## config.mk

```make
export PLATFORM = sky130hd
export DESIGN_NAME = mbrh_mulmod
export DESIGN_NICKNAME = d
export VERILOG_FILES = /design/src/rtl/mbrh_pkg.sv /design/src/rtl/mbrh_mulmod.sv
export SDC_FILE = /design/constraint.sdc
export NUM_CORES = 1
export LEC_CHECK = 0
export BUFFER_PORTS_ARGS = -buffer_cell sky130_fd_sc_hd__buf_2
export CAP_MARGIN = 10
export CORE_AREA = 2 2 252 254
export DETAILED_ROUTE_END_ITERATION = 10
export DIE_AREA = 0 0 254 256
export PLACE_DENSITY_LB_ADDON = 0.15
export SLEW_MARGIN = 0
export SYNTH_ARGS = -nofsm -noshare
export SYNTH_HDL_FRONTEND = slang
export SYNTH_SLANG_ARGS = --single-unit
```

## constraint.sdc

```tcl
create_clock -name clk -period 18.8 [get_ports clk]
set_input_delay 2.82 -clock clk [delete_from_list [all_inputs] [get_ports clk]]
set_output_delay 2.82 -clock clk [all_outputs]
set_load 0.05 [all_outputs]
```

## src/rtl/mbrh_pkg.sv

```systemverilog
package mbrh_pkg;

  localparam int MaxLen     = 1024;
  localparam int MaxBases   = 4;
  localparam int NumStrings = 2;
  localparam int HashW      = 30;
  localparam int LenW       = 11;
  localparam int IdxW       = 10;
  localparam int BaseW      = 2;
  localparam int StrW       = 1;
  localparam int CfgIdxW    = 3;
  localparam int CfgDataW   = 30;

  localparam logic [HashW-1:0] ModulusReset = 30'd1000000007;
  localparam logic [HashW-1:0] BaseReset0   = 30'd256;
  localparam logic [HashW-1:0] BaseReset1   = 30'd257;
  localparam logic [HashW-1:0] BaseReset2   = 30'd258;
  localparam logic [HashW-1:0] BaseReset3   = 30'd259;
  localparam logic [2:0]       BasesReset   = 3'd4;

  localparam logic [CfgIdxW-1:0] RegModulus = 3'd0;
  localparam logic [CfgIdxW-1:0] RegBase0   = 3'd1;
  localparam logic [CfgIdxW-1:0] RegBase1   = 3'd2;
  localparam logic [CfgIdxW-1:0] RegBase2   = 3'd3;
  localparam logic [CfgIdxW-1:0] RegBase3   = 3'd4;
  localparam logic [CfgIdxW-1:0] RegBases   = 3'd5;

  localparam logic [1:0] CmdClear   = 2'd0;
  localparam logic [1:0] CmdAppend  = 2'd1;
  localparam logic [1:0] CmdHash    = 2'd2;
  localparam logic [1:0] CmdCompare = 2'd3;

  typedef enum logic [3:0] {
    StIdle,
    StPowRd,
    StPowMul,
    StPowWr,
    StAppRd,
    StAppMul,
    StAppWr,
    StQRd,
    StQMul,
    StQSub,
    StDone
  } state_t;

  // Request into the shared modular multiply unit.
  typedef struct packed {
    logic             start;
    logic [HashW-1:0] a;
    logic [HashW-1:0] b;
    logic [HashW-1:0] c;
  } mul_req_t;

  typedef struct packed {
    logic             done;
    logic [HashW-1:0] r;
  } mul_rsp_t;

endpackage

```

## src/rtl/mbrh_mulmod.sv

```systemverilog
module mbrh_mulmod
  import mbrh_pkg::*;
(
  input  logic     clk,
  input  logic     rst,
  input  logic [HashW-1:0] modulus,
  input  mul_req_t req,
  output mul_rsp_t rsp
);

  // Computes (a*b + c) mod m with a and c below m (m of zero means 2^30); b may
  // be any 30-bit value, since every step keeps the accumulator reduced. The
  // product is built by shift-and-add over b, two bits per cycle, and done is
  // raised together with the final step's result.
  localparam int Steps = HashW / 2;

  logic [HashW:0]   m_eff;
  logic [HashW-1:0] acc;
  logic [HashW-1:0] a_reg;
  logic [HashW-1:0] b_reg;
  logic [HashW-1:0] c_reg;
  logic [3:0]       cnt;
  logic             busy;
  logic             done_r;
  logic [HashW+2:0] t0, t1, t2, t3;
  logic [HashW-1:0] d0, d1;
  logic [HashW+2:0] fin;

  assign m_eff = (modulus == '0) ? {1'b1, {HashW{1'b0}}} : {1'b0, modulus};

  function automatic logic [HashW-1:0] red2(input logic [HashW+2:0] v,
                                            input logic [HashW:0] m);
    logic [HashW+2:0] mm;
    logic [HashW+2:0] w;
    begin
      mm = {2'b00, m};
      w  = v;
      if (w >= mm) w = w - mm;
      red2 = w[HashW-1:0];
    end
  endfunction

  // acc*2 + bit*a, reduced, twice per cycle.
  always_comb begin
    t0 = {2'b00, acc, 1'b0};
    d0 = red2(t0, m_eff);
    t1 = {3'b000, d0} + (b_reg[HashW-1] ? {3'b000, a_reg} : '0);
    t1 = {3'b000, red2(t1, m_eff)};
    t2 = {2'b00, t1[HashW-1:0], 1'b0};
    d1 = red2(t2, m_eff);
    t3 = {3'b000, d1} + (b_reg[HashW-2] ? {3'b000, a_reg} : '0);
  end

  always_ff @(posedge clk) begin
    if (rst) begin
      busy   <= 1'b0;
      done_r <= 1'b0;
      cnt    <= '0;
    end else begin
      done_r <= 1'b0;
      if (req.start) begin
        busy  <= 1'b1;
        cnt   <= '0;
        acc   <= '0;
        a_reg <= req.a;
        b_reg <= req.b;
        c_reg <= req.c;
      end else if (busy) begin
        acc   <= red2(t3, m_eff);
        b_reg <= {b_reg[HashW-3:0], 2'b00};
        cnt   <= cnt + 4'd1;
        if (cnt == 4'(Steps - 1)) begin
          busy   <= 1'b0;
          done_r <= 1'b1;
        end
      end
    end
  end

  // The addend c is folded in once the product is complete.
  assign fin = {3'b000, acc} + {3'b000, c_reg};
  assign rsp = '{done: done_r, r: red2(fin, m_eff)};

endmodule

```

==> results.py <==
metrics = {
    "cts": {
        "clkLatencyLatePin_ns": 0.49,
        "cts_resized": 0,
        "numCtsBuffers": 17,
        "cts_buffer_depth": 2,
        "numClockSinks": 126,
        "cts_root_buf": "clkbuf_16",
        "path_clk_slew_ns": 0.07,
        "cts_hold_buf": 0,
        "cts_tree": "done",
        "htree_levels": 4,
        "post_cts_buffers": 0,
    },
    "place": {
        "io_buffers": 153,
        "pre_cts_ws_ns": 0.329,
        "routabilityCongestion": 0.953,
        "post-dp-hpwl_um": 54000,
    },
    "drt": {
        "via_count": 16938,
        "drtIter0Drc": 804,
        "dr.pass1.iters": 5,
        "drc": 0,
        "wirelength_um": 63700,
        "vias_per_cell": 5.28,
        "wire_per_inst_um": 19.9,
        "antenna_left": 0,
    },
    "timing": {
        "hold_viol_final": 0,
        "period_minus_slack_ns": 18.02,
        "fmax_ghz": 0.0555,
        "rsz0062_at_grt": "false",
        "period_share_pct": 95.8,
        "layout_setup_ws_ns": 0.782,
        "worstMarginPinSlew_ns": 1.09,
        "skew_ns": 0.0120,
        "maxSlewViolCount": 0,
        "setup_viol": 0,
        "setup_tns_ns": 0,
        "max_slew_margin_pct": 27.0,
    },
    "synth": {
        "synthFlopType": "edfxtp_1",
        "seq_area_frac_synth_pct": 20.1,
        "syn_area_um2": 18600,
        "synth_warnings": 0,
        "ys_seq_elements": 126,
        "avgSynthCellArea_um2": 8.47,
        "syn-instance-count": 2191,
        "synth_edf_count": 120,
        "netlist-cell-type-count": 89,
        "async_reset_ff_share_pct": 0,
        "syn_nets": 2569,
    },
    "setup_path": {
        "end_kind": "flop",
        "worstSetupPathType": "in -> reg",
        "crit_path_start": "modulus[1]",
        "arrival_ns": 18.25,
        "crit_path_top_delay_cell": "nor4_1",
        "critPathMaxFanout": 13,
        "critical-path-max-stage-delay_ns": 0.84,
        "critPathMostFrequentCell": "ha_1",
        "worstPathRequired_ns": 19.03,
        "startpoint_type": "primary input",
        "crit-reg2reg-launch": "acc[0]",
    },
    "finish": {
        "fin_nets": 2727,
        "layout-drive-gt1-share_pct": 15.2,
        "syn_to_final_growth_pct": 13.9,
        "diodes": 0,
        "fillers": 6550,
    },
    "global_route": {
        "grt_max_degree": 66,
        "antenna_found_initial": 1,
        "grt.overflow.total": 0,
        "grt_pass1_wl_um": 96100,
        "grt.total_usage_pct": 19.5,
        "first_global_vias": 16894,
    },
    "die": {
        "row_count": 92,
        "pin_count": 154,
        "die_y_um": 256,
        "die-area_um2": 65000,
        "coreArea_um2": 62400,
        "dieWidth_um": 254,
        "start_util_pct": 29.8,
    },
    "flow_run": {
        "drv_cap": 0,
    },
    "run_status": {
        "status": "finished, final reports clean",
    },
    "worst_hold_path": {
        "min_from": "cnt[1]",
        "hold_class": "reg -> reg",
    },
}
==> metal layers <==
metal  up-vias  routed length (um)  part of all wire [%]  global-route usage, %
li1       8492                   -                     -                      -
met1      7927               30800                    48                   26.8
met2       431               28000                    44                   30.7
met3        86                2750                   4.3                   2.80
met4         2                2210                   3.5                   7.52
met5         -                  16                 0.025                      0
==> final cells by class <==
cell class,count,area [um2],share of cell area [%]
multi-input cells,1904,14200,67.2
flip-flops and latches,126,3720,17.6
repair buffers,209,1210,5.73
well taps,846,1060,5.01
clock buffers,17,425,2.01
inverters,91,342,1.62
clock inverters,15,173,0.817
==> worst paths after layout <==
path                            slack [ns]  endpoint  cells past startpoint
worst min-delay path                  0.53    cnt[1]                      2
worst max-delay path                  0.78   acc[25]                     59
worst min register to register        0.53    cnt[1]                      2
worst max register to register        2.81   acc[25]                     57
==> kinds of logic after synthesis <==
logic type / synth area share (%)
buffers and inverters: 3.59
adders and majority gates: 17.5
AOI/OAI and AO/OA: 24.5
muxes: 8.08
DFF: 20.1
xor gates and xnor gates: 9.95
and+or+nand+nor: 16.3
==> cell usage after synthesis, types with 6 or more instances <==
cell type	n	area share (%)
edfxtp_1	120	19
o21bai_1	30	1.2
and2_1	69	2.3
a31oi_1	25	0.84
nand2b_1	23	0.78
nor3_1	23	0.62
o21a_1	30	1.2
dfxtp_1	6	0.65
mux2_4	28	2.3
o31ai_1	12	0.49
a21o_1	122	4.9
nor4_1	15	0.51
a21boi_0	6	0.24
o21ai_1	19	0.51
and3_1	24	0.81
buf_2	14	0.38
a221o_1	8	0.43
mux2_1	11	0.67
inv_1	91	1.8
o21ai_0	97	2.6
mux2_2	60	3.6
xnor2_1	130	6.1
nor3b_1	6	0.24
or3_1	9	0.30
xor2_1	81	3.8
mux2i_1	28	1.5
a21oi_1	228	6.1
nand4_1	39	1.3
nor2_1	174	3.5
clkbuf_1	45	0.91
o211ai_1	17	0.69
a211oi_1	31	1.3
fa_1	8	0.86
a2111oi_0	9	0.42
nand2_1	150	3.0
ha_1	247	17
nand3_1	34	0.92
nor2b_1	16	0.54
==> metrics by stage <==
step | util [%] | cell area [um2] | std cells | hold slack, ns
detailed placement | 32.9 | 20500 | 3176 | 0.521
finish | 33.9 | 21100 | 3208 | 0.533
global placement | 32.9 | 20500 | 3176 | 0.519
global route | 33.9 | 21100 | 3208 | 0.563
floorplan | - | 18600 | 2191 | 0.488
CTS | 33.9 | 21100 | 3208 | 0.531
==> placed cells by master, fill, tap and decap left out, drive strengths merged, types with 34 or more instances in the layout <==
cell type  instances
and2              70
nand2            150
ha               247
inv               99
a21o             122
o21ai            117
a21oi            228
nand4             39
xnor2            130
nor2             174
buf              209
a211oi            35
mux2              99
nand3             34
xor2              81
edfxtp           120
==> critical path, delay by kind of cell <==
kind	cells	cell delay, ns
AOI/OAI and AO/OA	31	8.24
xor gates and xnor gates	2	0.47
adders and majority gates	7	2.54
buffers and inverters	5	0.78
muxes	2	0.58
and+or+nand+nor	12	2.78
Power is not shown: default switching activity piles up to over one toggle a cycle in this logic, so the estimate is an artifact.
